--- src/hw/rtl/stepper_pulse_generator_macros.svh ---
// ----------------------------------------------------------------------------
// stepper pulse generator assertion macros
// concurrent checks that drop out of synthesis builds
// ----------------------------------------------------------------------------
`ifndef STEPPER_PULSE_GENERATOR_MACROS_SVH
`define STEPPER_PULSE_GENERATOR_MACROS_SVH

`ifndef SYNTHESIS

// same-cycle implication
`define ASSERT_IMPLIES(label, clk, rst, ante, cons) \
   label: assert property (@(posedge clk) disable iff (rst) (ante) |-> (cons)) \
      else $error("assertion failed: same-cycle check");

// next-cycle implication
`define ASSERT_NEXT(label, clk, rst, ante, cons) \
   label: assert property (@(posedge clk) disable iff (rst) (ante) |=> (cons)) \
      else $error("assertion failed: next-cycle check");

`else

`define ASSERT_IMPLIES(label, clk, rst, ante, cons)
`define ASSERT_NEXT(label, clk, rst, ante, cons)

`endif

`endif

--- src/hw/rtl/spg_pkg.sv ---
// ----------------------------------------------------------------------------
// spg_pkg
// shared types, codes and constants of the stepper pulse generator
// ----------------------------------------------------------------------------
`timescale 1ns / 1ps

package spg_pkg;

   // default parameter values
   localparam int DEFAULT_TIME_BITS  = 32;
   localparam int DEFAULT_COUNT_BITS = 20;

   // fixed field widths
   localparam int NOW_BITS       = 32;
   localparam int MODE_BITS      = 2;
   localparam int SPEED_BITS     = 19;
   localparam int STEPS_BITS     = 20;
   localparam int TANGLE_BITS    = 25;
   localparam int DPS_BITS       = 32;
   localparam int ANGLE_BITS     = 32;
   localparam int PERIOD_BITS    = 20;
   localparam int CSR_INDEX_BITS = 3;
   localparam int CSR_DATA_BITS  = 32;
   localparam int REQ_DATA_BITS  = 32;
   localparam int RSP_DATA_BITS  = 64;

   // product bits below the Q16.16 point, with the factor of two folded in
   localparam int FRAC_DROP_BITS = 15;

   localparam logic [PERIOD_BITS-1:0] US_PER_S = 20'd1000000;

   // register reset values
   localparam logic                  RESET_ENABLE       = 1'b1;
   localparam logic [SPEED_BITS-1:0] RESET_SPEED_HZ     = 19'd1500;
   localparam logic [DPS_BITS-1:0]   RESET_DEG_PER_STEP = 32'd1717987;

   // run modes
   localparam logic [MODE_BITS-1:0] MODE_DONE     = 2'd0;
   localparam logic [MODE_BITS-1:0] MODE_CONSTANT = 2'd1;
   localparam logic [MODE_BITS-1:0] MODE_STEPS    = 2'd2;
   localparam logic [MODE_BITS-1:0] MODE_ANGLE    = 2'd3;

   // register indexes
   localparam logic [CSR_INDEX_BITS-1:0] REG_ENABLE       = 3'd0;
   localparam logic [CSR_INDEX_BITS-1:0] REG_DIR_SELECT   = 3'd1;
   localparam logic [CSR_INDEX_BITS-1:0] REG_RUN_MODE     = 3'd2;
   localparam logic [CSR_INDEX_BITS-1:0] REG_SPEED_HZ     = 3'd3;
   localparam logic [CSR_INDEX_BITS-1:0] REG_TARGET_STEPS = 3'd4;
   localparam logic [CSR_INDEX_BITS-1:0] REG_TARGET_ANGLE = 3'd5;
   localparam logic [CSR_INDEX_BITS-1:0] REG_DEG_PER_STEP = 3'd6;

   typedef enum logic [2:0] {
      ST_IDLE,
      ST_DECIDE,
      ST_PERIOD,
      ST_COMPARE,
      ST_MULT,
      ST_DIV,
      ST_UPDATE,
      ST_FINISH
   } spg_state_type;

   // control of the shared serial divider
   typedef struct packed {
      logic clear;
      logic step;
      logic num_bit;
   } spg_div_ctrl_type;

endpackage

--- src/hw/rtl/stepper_pulse_generator.sv ---
// ----------------------------------------------------------------------------
// stepper_pulse_generator
// step/direction pulse generator advanced by microsecond timestamp ticks
// ----------------------------------------------------------------------------
// Each transfer on req_ carries the current time in microseconds and yields
// exactly one transfer on rsp_ with the step pin level, the enable and
// direction copies, the active mode and the step and angle counters as they
// stand after the tick. One tick is worked on at a time. The first running
// tick after reset or after a speed_hz write also runs the serial period
// division 1000000/speed_hz. A tick that toggles the pin also runs the
// bit-serial shift-add multiplier (elapsed * deg_per_step) and the bit-serial
// divider that scales the product by the period. A finished result waits in
// the output register while the next tick is accepted. Configuration writes
// are taken every cycle on the csr_ port.
`timescale 1ns / 1ps

`include "stepper_pulse_generator_macros.svh"

module stepper_pulse_generator
   import spg_pkg::*;
#(
   parameter int TIME_BITS  = DEFAULT_TIME_BITS,
   parameter int COUNT_BITS = DEFAULT_COUNT_BITS
) (
   input  logic                      clock,
   input  logic                      reset,
   // tick input, tdata: now_us[31:0]
   input  logic                      req_tvalid,
   output logic                      req_tready,
   input  logic [REQ_DATA_BITS-1:0]  req_tdata,
   // result output, tdata: pulse_level[0], enable_out[1], direction_out[2],
   // mode_now[4:3], steps_done[24:5], angle_done[56:25], zero fill[63:57]
   output logic                      rsp_tvalid,
   input  logic                      rsp_tready,
   output logic [RSP_DATA_BITS-1:0]  rsp_tdata,
   // register write channel
   input  logic                      csr_valid,
   output logic                      csr_ready,
   input  logic [CSR_INDEX_BITS-1:0] csr_index,
   input  logic [CSR_DATA_BITS-1:0]  csr_data
);

   localparam int PROD_BITS    = TIME_BITS + DPS_BITS;
   localparam int NUM_BITS     = PROD_BITS - FRAC_DROP_BITS;
   localparam int ITER_BITS    = $clog2(NUM_BITS + 1);
   localparam int WIDE_BITS    = (TIME_BITS > NOW_BITS) ? TIME_BITS : NOW_BITS;
   localparam int CMP_T_BITS   = (TIME_BITS > PERIOD_BITS) ? TIME_BITS : PERIOD_BITS;
   localparam int CNT_CMP_BITS = (COUNT_BITS > STEPS_BITS) ? COUNT_BITS : STEPS_BITS;
   localparam int RSP_FILL     = RSP_DATA_BITS - 3 - MODE_BITS - STEPS_BITS - ANGLE_BITS;

   // ------------------------------------------------------------------------
   // registers
   // ------------------------------------------------------------------------

   spg_state_type state_ff, state_in;

   // configuration
   logic                   enable_ff, enable_in;
   logic                   dir_ff, dir_in;
   logic [SPEED_BITS-1:0]  speed_ff, speed_in;
   logic [STEPS_BITS-1:0]  tsteps_ff, tsteps_in;
   logic [TANGLE_BITS-1:0] tangle_ff, tangle_in;
   logic [DPS_BITS-1:0]    dps_ff, dps_in;

   // generator state
   logic [MODE_BITS-1:0]   mode_ff, mode_in;
   logic                   pulse_ff, pulse_in;
   logic                   pin_ff, pin_in;
   logic [TIME_BITS-1:0]   last_ff, last_in;
   logic [COUNT_BITS-1:0]  cnt_ff, cnt_in;
   logic [ANGLE_BITS-1:0]  angle_ff, angle_in;
   logic                   pvalid_ff, pvalid_in;
   logic [PERIOD_BITS-1:0] period_ff, period_in;

   // per-tick working registers
   logic [TIME_BITS-1:0]   now_ff, now_in;
   logic [TIME_BITS-1:0]   elapsed_ff, elapsed_in;
   logic [PROD_BITS-1:0]   prod_ff, prod_in;
   logic [ITER_BITS-1:0]   iter_ff, iter_in;

   // output register
   logic                   rsp_valid_ff, rsp_valid_in;
   logic                   rsp_pulse_ff, rsp_pulse_in;
   logic                   rsp_enable_ff, rsp_enable_in;
   logic                   rsp_dir_ff, rsp_dir_in;
   logic [MODE_BITS-1:0]   rsp_mode_ff, rsp_mode_in;
   logic [STEPS_BITS-1:0]  rsp_steps_ff, rsp_steps_in;
   logic [ANGLE_BITS-1:0]  rsp_angle_ff, rsp_angle_in;

   // ------------------------------------------------------------------------
   // combinational helpers
   // ------------------------------------------------------------------------

   logic                    req_accept;
   logic                    rsp_load;
   logic [WIDE_BITS-1:0]    now_wide;
   logic [TIME_BITS-1:0]    now_time;
   logic                    steps_ok;
   logic                    angle_ok;
   logic                    run_ok;
   logic                    limit_hit;
   logic [SPEED_BITS-1:0]   speed_eff;
   logic [PERIOD_BITS-1:0]  period_now;
   logic [PERIOD_BITS-1:0]  half_period;
   logic                    toggle_due;
   logic [TIME_BITS:0]      mult_sum;
   logic [ANGLE_BITS-1:0]   angle_inc;
   logic [ANGLE_BITS:0]     angle_sum;
   logic                    pulse_next;
   logic [CNT_CMP_BITS-1:0] cnt_wide;
   logic                    iter_last;

   spg_div_ctrl_type        div_ctrl;
   logic [PERIOD_BITS-1:0]  div_divisor;
   logic [ANGLE_BITS-1:0]   div_quotient;
   logic                    div_overflow;

   assign csr_ready  = 1'b1;
   assign req_accept = req_tvalid && req_tready;

   // time masked to TIME_BITS, zero-extended when wider than the input
   assign now_wide = WIDE_BITS'(req_tdata[NOW_BITS-1:0]);
   assign now_time = now_wide[TIME_BITS-1:0];

   // mode limits, checked before any pulse work
   assign steps_ok  = CNT_CMP_BITS'(cnt_ff) <= CNT_CMP_BITS'(tsteps_ff);
   assign angle_ok  = angle_ff <= ANGLE_BITS'(tangle_ff);
   assign run_ok    = (mode_ff == MODE_CONSTANT) ||
                      ((mode_ff == MODE_STEPS) && steps_ok) ||
                      ((mode_ff == MODE_ANGLE) && angle_ok);
   assign limit_hit = ((mode_ff == MODE_STEPS) && !steps_ok) ||
                      ((mode_ff == MODE_ANGLE) && !angle_ok);

   // zero speed runs as 1 Hz
   assign speed_eff = (speed_ff == '0) ? SPEED_BITS'(1) : speed_ff;

   // freshly divided period is still in the divider during the compare cycle
   assign period_now  = pvalid_ff ? period_ff : div_quotient[PERIOD_BITS-1:0];
   assign half_period = period_now >> 1;
   assign toggle_due  = CMP_T_BITS'(elapsed_ff) >= CMP_T_BITS'(half_period);

   // shift-add multiplier step, product builds up in prod_ff
   assign mult_sum = {1'b0, prod_ff[PROD_BITS-1:DPS_BITS]} +
                     (prod_ff[0] ? {1'b0, elapsed_ff} : '0);

   // swept angle for this toggle, saturating accumulate
   assign angle_inc  = div_overflow ? '1 : div_quotient;
   assign angle_sum  = {1'b0, angle_ff} + {1'b0, angle_inc};
   assign pulse_next = ~pulse_ff;

   assign cnt_wide  = CNT_CMP_BITS'(cnt_ff);
   assign iter_last = (iter_ff == '0);

   // divider runs on the speed first, then on the cached period
   assign div_divisor = (state_ff == ST_PERIOD) ? PERIOD_BITS'(speed_eff) : period_ff;

   spg_serial_div #(
      .DIV_BITS (PERIOD_BITS),
      .QUO_BITS (ANGLE_BITS)
   ) u_div (
      .clock    (clock),
      .div_ctrl (div_ctrl),
      .divisor  (div_divisor),
      .quotient (div_quotient),
      .overflow (div_overflow)
   );

   // ------------------------------------------------------------------------
   // state machine: next state
   // ------------------------------------------------------------------------

   always_comb begin
      state_in = state_ff;
      case (state_ff)
         ST_IDLE: begin
            if (req_accept) state_in = ST_DECIDE;
         end
         ST_DECIDE: begin
            if (enable_ff && run_ok) begin
               state_in = pvalid_ff ? ST_COMPARE : ST_PERIOD;
            end else begin
               state_in = ST_FINISH;
            end
         end
         ST_PERIOD: begin
            if (iter_last) state_in = ST_COMPARE;
         end
         ST_COMPARE: begin
            state_in = toggle_due ? ST_MULT : ST_FINISH;
         end
         ST_MULT: begin
            if (iter_last) state_in = ST_DIV;
         end
         ST_DIV: begin
            if (iter_last) state_in = ST_UPDATE;
         end
         ST_UPDATE: begin
            state_in = ST_FINISH;
         end
         ST_FINISH: begin
            if (rsp_load) state_in = ST_IDLE;
         end
         default: begin
            state_in = ST_IDLE;
         end
      endcase
   end

   // ------------------------------------------------------------------------
   // state machine: outputs
   // ------------------------------------------------------------------------

   always_comb begin
      req_tready       = 1'b0;
      rsp_load         = 1'b0;
      div_ctrl.clear   = 1'b0;
      div_ctrl.step    = 1'b0;
      div_ctrl.num_bit = prod_ff[PROD_BITS-1];
      case (state_ff)
         ST_IDLE: begin
            req_tready = 1'b1;
         end
         ST_DECIDE: begin
            div_ctrl.clear = 1'b1;
         end
         ST_PERIOD: begin
            div_ctrl.step = 1'b1;
         end
         ST_COMPARE: begin
            div_ctrl.clear = 1'b1;
         end
         ST_DIV: begin
            div_ctrl.step = 1'b1;
         end
         ST_FINISH: begin
            // output register free or emptying this cycle
            rsp_load = !rsp_valid_ff || rsp_tready;
         end
         default: begin
            req_tready = 1'b0;
         end
      endcase
   end

   // ------------------------------------------------------------------------
   // datapath and register file
   // ------------------------------------------------------------------------

   always_comb begin
      enable_in     = enable_ff;
      dir_in        = dir_ff;
      speed_in      = speed_ff;
      tsteps_in     = tsteps_ff;
      tangle_in     = tangle_ff;
      dps_in        = dps_ff;
      mode_in       = mode_ff;
      pulse_in      = pulse_ff;
      pin_in        = pin_ff;
      last_in       = last_ff;
      cnt_in        = cnt_ff;
      angle_in      = angle_ff;
      pvalid_in     = pvalid_ff;
      period_in     = period_ff;
      now_in        = now_ff;
      elapsed_in    = elapsed_ff;
      prod_in       = prod_ff;
      iter_in       = iter_ff;
      rsp_pulse_in  = rsp_pulse_ff;
      rsp_enable_in = rsp_enable_ff;
      rsp_dir_in    = rsp_dir_ff;
      rsp_mode_in   = rsp_mode_ff;
      rsp_steps_in  = rsp_steps_ff;
      rsp_angle_in  = rsp_angle_ff;

      case (state_ff)
         ST_IDLE: begin
            if (req_accept) now_in = now_time;
         end
         ST_DECIDE: begin
            // wrapping time since the last toggle
            elapsed_in = now_ff - last_ff;
            if (!enable_ff) begin
               // disabled: pin low, everything else holds
               pin_in = 1'b0;
            end else if (limit_hit) begin
               // run finished: no pulse, back to done
               cnt_in   = '0;
               angle_in = '0;
               mode_in  = MODE_DONE;
            end else if (run_ok && !pvalid_ff) begin
               // numerator 1000000 shifts out of the top of prod_ff
               prod_in = {US_PER_S, (PROD_BITS - PERIOD_BITS)'(0)};
               iter_in = ITER_BITS'(PERIOD_BITS - 1);
            end
         end
         ST_PERIOD: begin
            prod_in = prod_ff << 1;
            iter_in = iter_ff - ITER_BITS'(1);
         end
         ST_COMPARE: begin
            if (!pvalid_ff) begin
               period_in = div_quotient[PERIOD_BITS-1:0];
               pvalid_in = 1'b1;
            end
            if (toggle_due) begin
               prod_in = PROD_BITS'(dps_ff);
               iter_in = ITER_BITS'(DPS_BITS - 1);
            end else begin
               pin_in = pulse_ff;
            end
         end
         ST_MULT: begin
            prod_in = {mult_sum, prod_ff[DPS_BITS-1:1]};
            iter_in = iter_last ? ITER_BITS'(NUM_BITS - 1) : iter_ff - ITER_BITS'(1);
         end
         ST_DIV: begin
            // product bits from the top down, low fraction bits never enter
            prod_in = prod_ff << 1;
            iter_in = iter_ff - ITER_BITS'(1);
         end
         ST_UPDATE: begin
            pulse_in = pulse_next;
            pin_in   = pulse_next;
            last_in  = now_ff;
            angle_in = angle_sum[ANGLE_BITS] ? '1 : angle_sum[ANGLE_BITS-1:0];
            // rising edge counts a step, saturating
            if (pulse_next && (cnt_ff != '1)) cnt_in = cnt_ff + COUNT_BITS'(1);
         end
         ST_FINISH: begin
            if (rsp_load) begin
               rsp_pulse_in  = pin_ff;
               rsp_enable_in = enable_ff;
               rsp_dir_in    = dir_ff;
               rsp_mode_in   = mode_ff;
               rsp_steps_in  = cnt_wide[STEPS_BITS-1:0];
               rsp_angle_in  = angle_ff;
            end
         end
         default: begin
            iter_in = iter_ff;
         end
      endcase

      // register writes: the user must write only while no tick is in flight; the block does not enforce it
      if (csr_valid && csr_ready) begin
         case (csr_index)
            REG_ENABLE: begin
               enable_in = csr_data[0];
            end
            REG_DIR_SELECT: begin
               cnt_in   = '0;
               angle_in = '0;
               dir_in   = csr_data[0];
               mode_in  = MODE_DONE;
            end
            REG_RUN_MODE: begin
               cnt_in   = '0;
               angle_in = '0;
               mode_in  = csr_data[MODE_BITS-1:0];
            end
            REG_SPEED_HZ: begin
               speed_in  = csr_data[SPEED_BITS-1:0];
               pvalid_in = 1'b0;
            end
            REG_TARGET_STEPS: begin
               tsteps_in = csr_data[STEPS_BITS-1:0];
            end
            REG_TARGET_ANGLE: begin
               tangle_in = csr_data[TANGLE_BITS-1:0];
            end
            REG_DEG_PER_STEP: begin
               dps_in = csr_data[DPS_BITS-1:0];
            end
            default: begin
               // unused index, ignored
               dps_in = dps_ff;
            end
         endcase
      end
   end

   // output valid: set on load, cleared once the transfer completes
   always_comb begin
      rsp_valid_in = rsp_valid_ff;
      if (rsp_load) begin
         rsp_valid_in = 1'b1;
      end else if (rsp_tready) begin
         rsp_valid_in = 1'b0;
      end
   end

   // control and configuration registers
   always_ff @(posedge clock) begin
      if (reset) begin
         state_ff     <= ST_IDLE;
         enable_ff    <= RESET_ENABLE;
         dir_ff       <= 1'b0;
         speed_ff     <= RESET_SPEED_HZ;
         tsteps_ff    <= '0;
         tangle_ff    <= '0;
         dps_ff       <= RESET_DEG_PER_STEP;
         mode_ff      <= MODE_DONE;
         pulse_ff     <= 1'b0;
         pin_ff       <= 1'b0;
         last_ff      <= '0;
         cnt_ff       <= '0;
         angle_ff     <= '0;
         pvalid_ff    <= 1'b0;
         rsp_valid_ff <= 1'b0;
      end else begin
         state_ff     <= state_in;
         enable_ff    <= enable_in;
         dir_ff       <= dir_in;
         speed_ff     <= speed_in;
         tsteps_ff    <= tsteps_in;
         tangle_ff    <= tangle_in;
         dps_ff       <= dps_in;
         mode_ff      <= mode_in;
         pulse_ff     <= pulse_in;
         pin_ff       <= pin_in;
         last_ff      <= last_in;
         cnt_ff       <= cnt_in;
         angle_ff     <= angle_in;
         pvalid_ff    <= pvalid_in;
         rsp_valid_ff <= rsp_valid_in;
      end
   end

   // working and output payload registers
   always_ff @(posedge clock) begin
      period_ff     <= period_in;
      now_ff        <= now_in;
      elapsed_ff    <= elapsed_in;
      prod_ff       <= prod_in;
      iter_ff       <= iter_in;
      rsp_pulse_ff  <= rsp_pulse_in;
      rsp_enable_ff <= rsp_enable_in;
      rsp_dir_ff    <= rsp_dir_in;
      rsp_mode_ff   <= rsp_mode_in;
      rsp_steps_ff  <= rsp_steps_in;
      rsp_angle_ff  <= rsp_angle_in;
   end

   assign rsp_tvalid = rsp_valid_ff;
   assign rsp_tdata  = {{RSP_FILL{1'b0}}, rsp_angle_ff, rsp_steps_ff, rsp_mode_ff,
                        rsp_dir_ff, rsp_enable_ff, rsp_pulse_ff};

   // ------------------------------------------------------------------------
   // assertions
   // ------------------------------------------------------------------------

   // done mode between ticks always has cleared counters
   `ASSERT_IMPLIES(a_done_clear, clock, reset, (state_ff == ST_IDLE) && (mode_ff == MODE_DONE), (cnt_ff == '0) && (angle_ff == '0))

   // a speed write forces the period to be divided again
   `ASSERT_NEXT(a_speed_stale, clock, reset, csr_valid && (csr_index == REG_SPEED_HZ), !pvalid_ff)

   // loading a result ends the tick and shows it on the port
   `ASSERT_NEXT(a_result_loaded, clock, reset, rsp_load, rsp_valid_ff && (state_ff == ST_IDLE))

   // an accepted tick goes straight to the mode decision
   `ASSERT_NEXT(a_accept_decide, clock, reset, req_tvalid && req_tready, state_ff == ST_DECIDE)

endmodule

--- src/hw/rtl/spg_serial_div.sv ---
// ----------------------------------------------------------------------------
// spg_serial_div
// restoring divider, one numerator bit per step, sticky quotient overflow
// ----------------------------------------------------------------------------
`timescale 1ns / 1ps

module spg_serial_div
   import spg_pkg::*;
#(
   parameter int DIV_BITS = PERIOD_BITS,
   parameter int QUO_BITS = ANGLE_BITS
) (
   input  logic                clock,
   input  spg_div_ctrl_type    div_ctrl,
   input  logic [DIV_BITS-1:0] divisor,
   output logic [QUO_BITS-1:0] quotient,
   output logic                overflow
);

   logic [DIV_BITS-1:0] rem_ff, rem_in;
   logic [QUO_BITS-1:0] quo_ff, quo_in;
   logic                ovf_ff, ovf_in;
   logic [DIV_BITS:0]   rem_shift;
   logic [DIV_BITS:0]   rem_diff;
   logic                fits;

   assign rem_shift = {rem_ff, div_ctrl.num_bit};
   assign fits      = rem_shift >= {1'b0, divisor};
   assign rem_diff  = rem_shift - {1'b0, divisor};

   always_comb begin
      rem_in = rem_ff;
      quo_in = quo_ff;
      ovf_in = ovf_ff;
      if (div_ctrl.clear) begin
         rem_in = '0;
         quo_in = '0;
         ovf_in = 1'b0;
      end else if (div_ctrl.step) begin
         rem_in = fits ? rem_diff[DIV_BITS-1:0] : rem_shift[DIV_BITS-1:0];
         quo_in = {quo_ff[QUO_BITS-2:0], fits};
         // a set bit leaving the top means the quotient no longer fits
         ovf_in = ovf_ff | quo_ff[QUO_BITS-1];
      end
   end

   always_ff @(posedge clock) begin
      rem_ff <= rem_in;
      quo_ff <= quo_in;
      ovf_ff <= ovf_in;
   end

   assign quotient = quo_ff;
   assign overflow = ovf_ff;

endmodule

--- config.mk ---
export PLATFORM = sky130hd
export DESIGN_NAME = stepper_pulse_generator
export DESIGN_NICKNAME = d
export VERILOG_FILES = /design/src/hw/rtl/spg_pkg.sv /design/src/hw/rtl/stepper_pulse_generator.sv /design/src/hw/rtl/spg_serial_div.sv
export VERILOG_INCLUDE_DIRS = /design/src /design/src/hw/rtl
export SDC_FILE = /design/constraint.sdc
export NUM_CORES = 1
export LEC_CHECK = 0
export BUFFER_PORTS_ARGS = -buffer_cell sky130_fd_sc_hd__buf_2
export CORE_MARGIN = 1
export CORE_UTILIZATION = 27
export CTS_CLUSTER_DIAMETER = 40
export CTS_CLUSTER_SIZE = 20
export DETAILED_ROUTE_END_ITERATION = 10
export SKIP_CTS_REPAIR_TIMING = 1
export SLEW_MARGIN = 20
export SYNTH_ARGS = -nofsm -noshare
export SYNTH_HDL_FRONTEND = slang
export SYNTH_SLANG_ARGS = --single-unit
--- constraint.sdc ---
create_clock -name clock -period 8.68 [get_ports clock]
set_input_delay 0.434 -clock clock [delete_from_list [all_inputs] [get_ports clock]]
set_output_delay 0.434 -clock clock [all_outputs]
set_load 0.005 [all_outputs]
==> results.yml <==
finish:
  finalNonFillerCells: 4206
  mostFrequentLayoutCell: "nand2_1"
  final-seq-area_mm2: 0.0112
  nNetsFinal: 3155
  final_cell_mix: "nand2_1, a21oi_1, dfxtp_1"
  drive_above_1_share_pct: 13.1
  area_delta_synth_final_pct: 19.2
  finish.utilization_pct: 32.7
  fillers: 9582
  multi_input_area_mm2: 0.0130
place:
  gp_congestion: 0.888
  placed_cells: 4032
  port_buffers: 130
  dp_hpwl_um: 49600
timing:
  relSlewSlack_pct: 32.1
  fmax_mhz: 237
  fin_setup_tns_ns: 0
  slew_viol_final: 0
  fin_crit_sh_pct: 48.5
  clock_skew_ns: 0.0603
  setup_violations: 0
  rsz0062_at_grt: "no"
  hold_viol: 0
  worst_slew_pin_slew_ns: 1.02
  period_minus_slack_ns: 4.21
critical_path:
  r2r_cells: 14
  cp_slowest_stage_delay_ns: 0.73
  path_class: "reg -> reg"
  rr_endpoint: "u_div.rem_ff[17]"
  worstPathArrival_ns: 4.69
  start_kind: "flip-flop"
  cp_slowest_cell: "dfxtp_1"
  reg2reg_slack_ns: 4.47
  path_max_fanout: 22
  rr_startpoint: "state_ff[1]"
  crit_chain: "nand2b_1 > nor2_2 > buf_4 > mux2i_1 > ha_1 > nor2b_1 > o21bai_1 > a21oi_1 > o21ai_1 > a21oi_1 > o21bai_1 > and2_1 > a311o_1 > a31oi_1"
  cp_data_required_time_ns: 9.15
  cp-end-kind: "flip-flop"
cts:
  cts_sinks: 455
  numCtsBuffers: 77
  cts_tree: "yes"
  cts-root-buf: "clkbuf_16"
  htreeDepth: 3
  cts.clk_slew.worst_paths_ns: 0.05
  clockBufferDepth: 3
  clk-insertion-delay-late_ns: 0.64
synth:
  synth_cell_types: 91
  synth-edff-count: 211
  async_flop_share_pct: 0
  synth.cell_area_mm2: 0.0253
  ys_seq_area_share_pct: 44.4
  synth_cells: 2769
  syn_area_per_cell_um2: 9.12
  synth_seq_cells: 455
  ys.flop_type: "dfxtp_1"
  ys_warn_count: 0
detailed_routing:
  drtIter0Drc: 1542
  postRouteAntennaNets: 0
  avgRoutedWirePerCell_um: 16.5
  dr.pass1.iters: 5
  via_count: 20321
  drc: 0
  via_per_inst: 4.83
  routed_wirelength_um: 69500
floorplan:
  core_mm2: 0.0922
  row_count: 111
  dieArea_mm2: 0.0948
  die_x_um: 308
  initial_core_util_pct: 27.4
  num_io_pins: 139
  fp.dieH_um: 308
worst_hold_path:
  hp-class: "in -> reg"
  hold_end: "now_ff[1]"
  whs_path_depth: 1
  hold_start: "req_tdata[1]"
power_and_ir_drop:
  vdd_drop_max_mv: 0.143
  leakagePower_nw: 11.5
  power.total_mw: 7.85
  p_per_area_mw_per_mm2: 261
status:
  status: "complete, no violations"
global_routing:
  grt_max_degree: 105
  grt_pass1_vias: 19192
  antenna_found_initial: 4
  grtUsageTotal_pct: 14.4
  grt-ovfl-total: 0
  grt_pass1_wl_um: 108000
flow_run:
  drv_cap: 0
## metal layers
metal | vias up | GRT usage, % | share of wire (%) | routed length (µm)
li1 | 10198 | - | - | -
met1 | 9547 | 19.1 | 46 | 32200
met2 | 458 | 23.4 | 46 | 31800
met3 | 114 | 2.84 | 5.1 | 3560
met4 | 4 | 5.03 | 2.7 | 1850
met5 | - | 0 | 0.035 | 24
## kinds of logic after synthesis
group / after synthesis / share of synthesized area [%]
DFF: 455 / 44.4
buffers and inverters: 290 / 4.57
and+or+nand+nor: 894 / 16.9
other: 2 / 0.0297
adders and majority gates: 186 / 9.33
xor gates and xnor gates: 92 / 3.19
AOI/OAI and AO/OA: 794 / 19.4
muxes: 56 / 2.22
## critical path: cells and delay by family, from the launching register on
| family | cells | cell delay, ns |
|---|---|---|
| buffers and inverters | 1 | 0.35 |
| multiplexers | 1 | 0.34 |
| flip-flops | 1 | 0.73 |
| adder cells (fa/ha/maj) | 1 | 0.30 |
| AO/OA/AOI/OAI | 7 | 1.25 |
| AND/OR/NAND/NOR | 4 | 1.07 |
## report_power, final
group / internal (mW) / switching [mW] / total [mW] / leakage [nW]
combinational: 0.803 / 1.22 / 2.02 / 6.30
clock: 1.88 / 1.20 / 3.08 / 1.29
sequential: 2.56 / 0.191 / 2.75 / 3.95
total: 5.24 / 2.61 / 7.85 / 11.5
## cells in the mapped netlist (all sizes together) (4+ instances only)
cell type | n | share of area (%)
a211oi | 51 | 1.8
a21o | 68 | 2.0
a21oi | 383 | 7.6
a221oi | 5 | 0.20
a22o | 5 | 0.17
a31oi | 20 | 0.50
a41oi | 4 | 0.14
and2 | 40 | 1.0
and3 | 18 | 0.45
and4 | 4 | 0.14
buf | 37 | 0.81
clkbuf | 104 | 1.5
dfxtp | 244 | 19
edfxtp | 211 | 25
fa | 4 | 0.32
ha | 182 | 9.0
inv | 149 | 2.2
mux2i | 55 | 2.2
nand2 | 433 | 6.5
nand2b | 27 | 0.67
nand3 | 54 | 1.1
nand3b | 30 | 0.89
nand4 | 30 | 0.74
nand4b | 5 | 0.17
nor2 | 91 | 1.4
nor2b | 42 | 1.0
nor3 | 33 | 0.65
nor3b | 4 | 0.12
nor4 | 15 | 0.37
o211a | 5 | 0.20
o211ai | 19 | 0.60
o21a | 20 | 0.59
o21ai | 115 | 2.3
o21bai | 11 | 0.33
o221ai | 5 | 0.17
o22ai | 34 | 0.84
o311ai | 4 | 0.14
o31ai | 10 | 0.37
or2 | 49 | 1.2
or3 | 12 | 0.30
xnor2 | 56 | 1.9
xor2 | 36 | 1.2
## per-stage QoR
stage | setup WS [ns] | hold slack [ns] | instance area, µm²
after floorplan | 0.793 | 0.401 | 25300
after global placement | 4.29 | 0.442 | 27100
after CTS | 4.28 | -0.0747 | 29800
after detailed placement | 4.32 | 0.446 | 27100
after global routing | 4.13 | 0.00449 | 30100
final | 4.47 | 0.0215 | 30100
## state kept, by name, summed over array words and instances, names as in the netlist, 20 cells and up
register        count
rsp_angle_ff       32
dps_ff             32
tangle_ff          25
elapsed_ff         32
last_ff            32
u_div.quotient     32
now_ff             32
cnt_ff             20
prod_ff            64
tsteps_ff          20
angle_ff           32
rsp_steps_ff       20
period_ff          20
u_div.rem_ff       20
## final cells by class
cell class,instances,area share (%)
timing repair buffer,184,3.76
antenna,1,0.00831
tap,1243,5.16
clock inverter,57,2.18
inverter,149,1.86
sequential,455,37.3
multi-input combinational,2030,43.1
clock buffer,87,6.70
## worst max-delay path by stage
stage,start,to,slack (ns),cells past startpoint
global placement,u_div.overflow,angle_ff[25],4.29,13
global route,state_ff[1],u_div.rem_ff[17],4.13,14
detailed placement,u_div.overflow,angle_ff[25],4.32,13
CTS,u_div.overflow,angle_ff[25],4.28,13
floorplan,pvalid_ff,iter_ff[0],0.79,11
finish,state_ff[1],u_div.rem_ff[17],4.47,14
No activity file was read; power rests on OpenSTA's default activity.
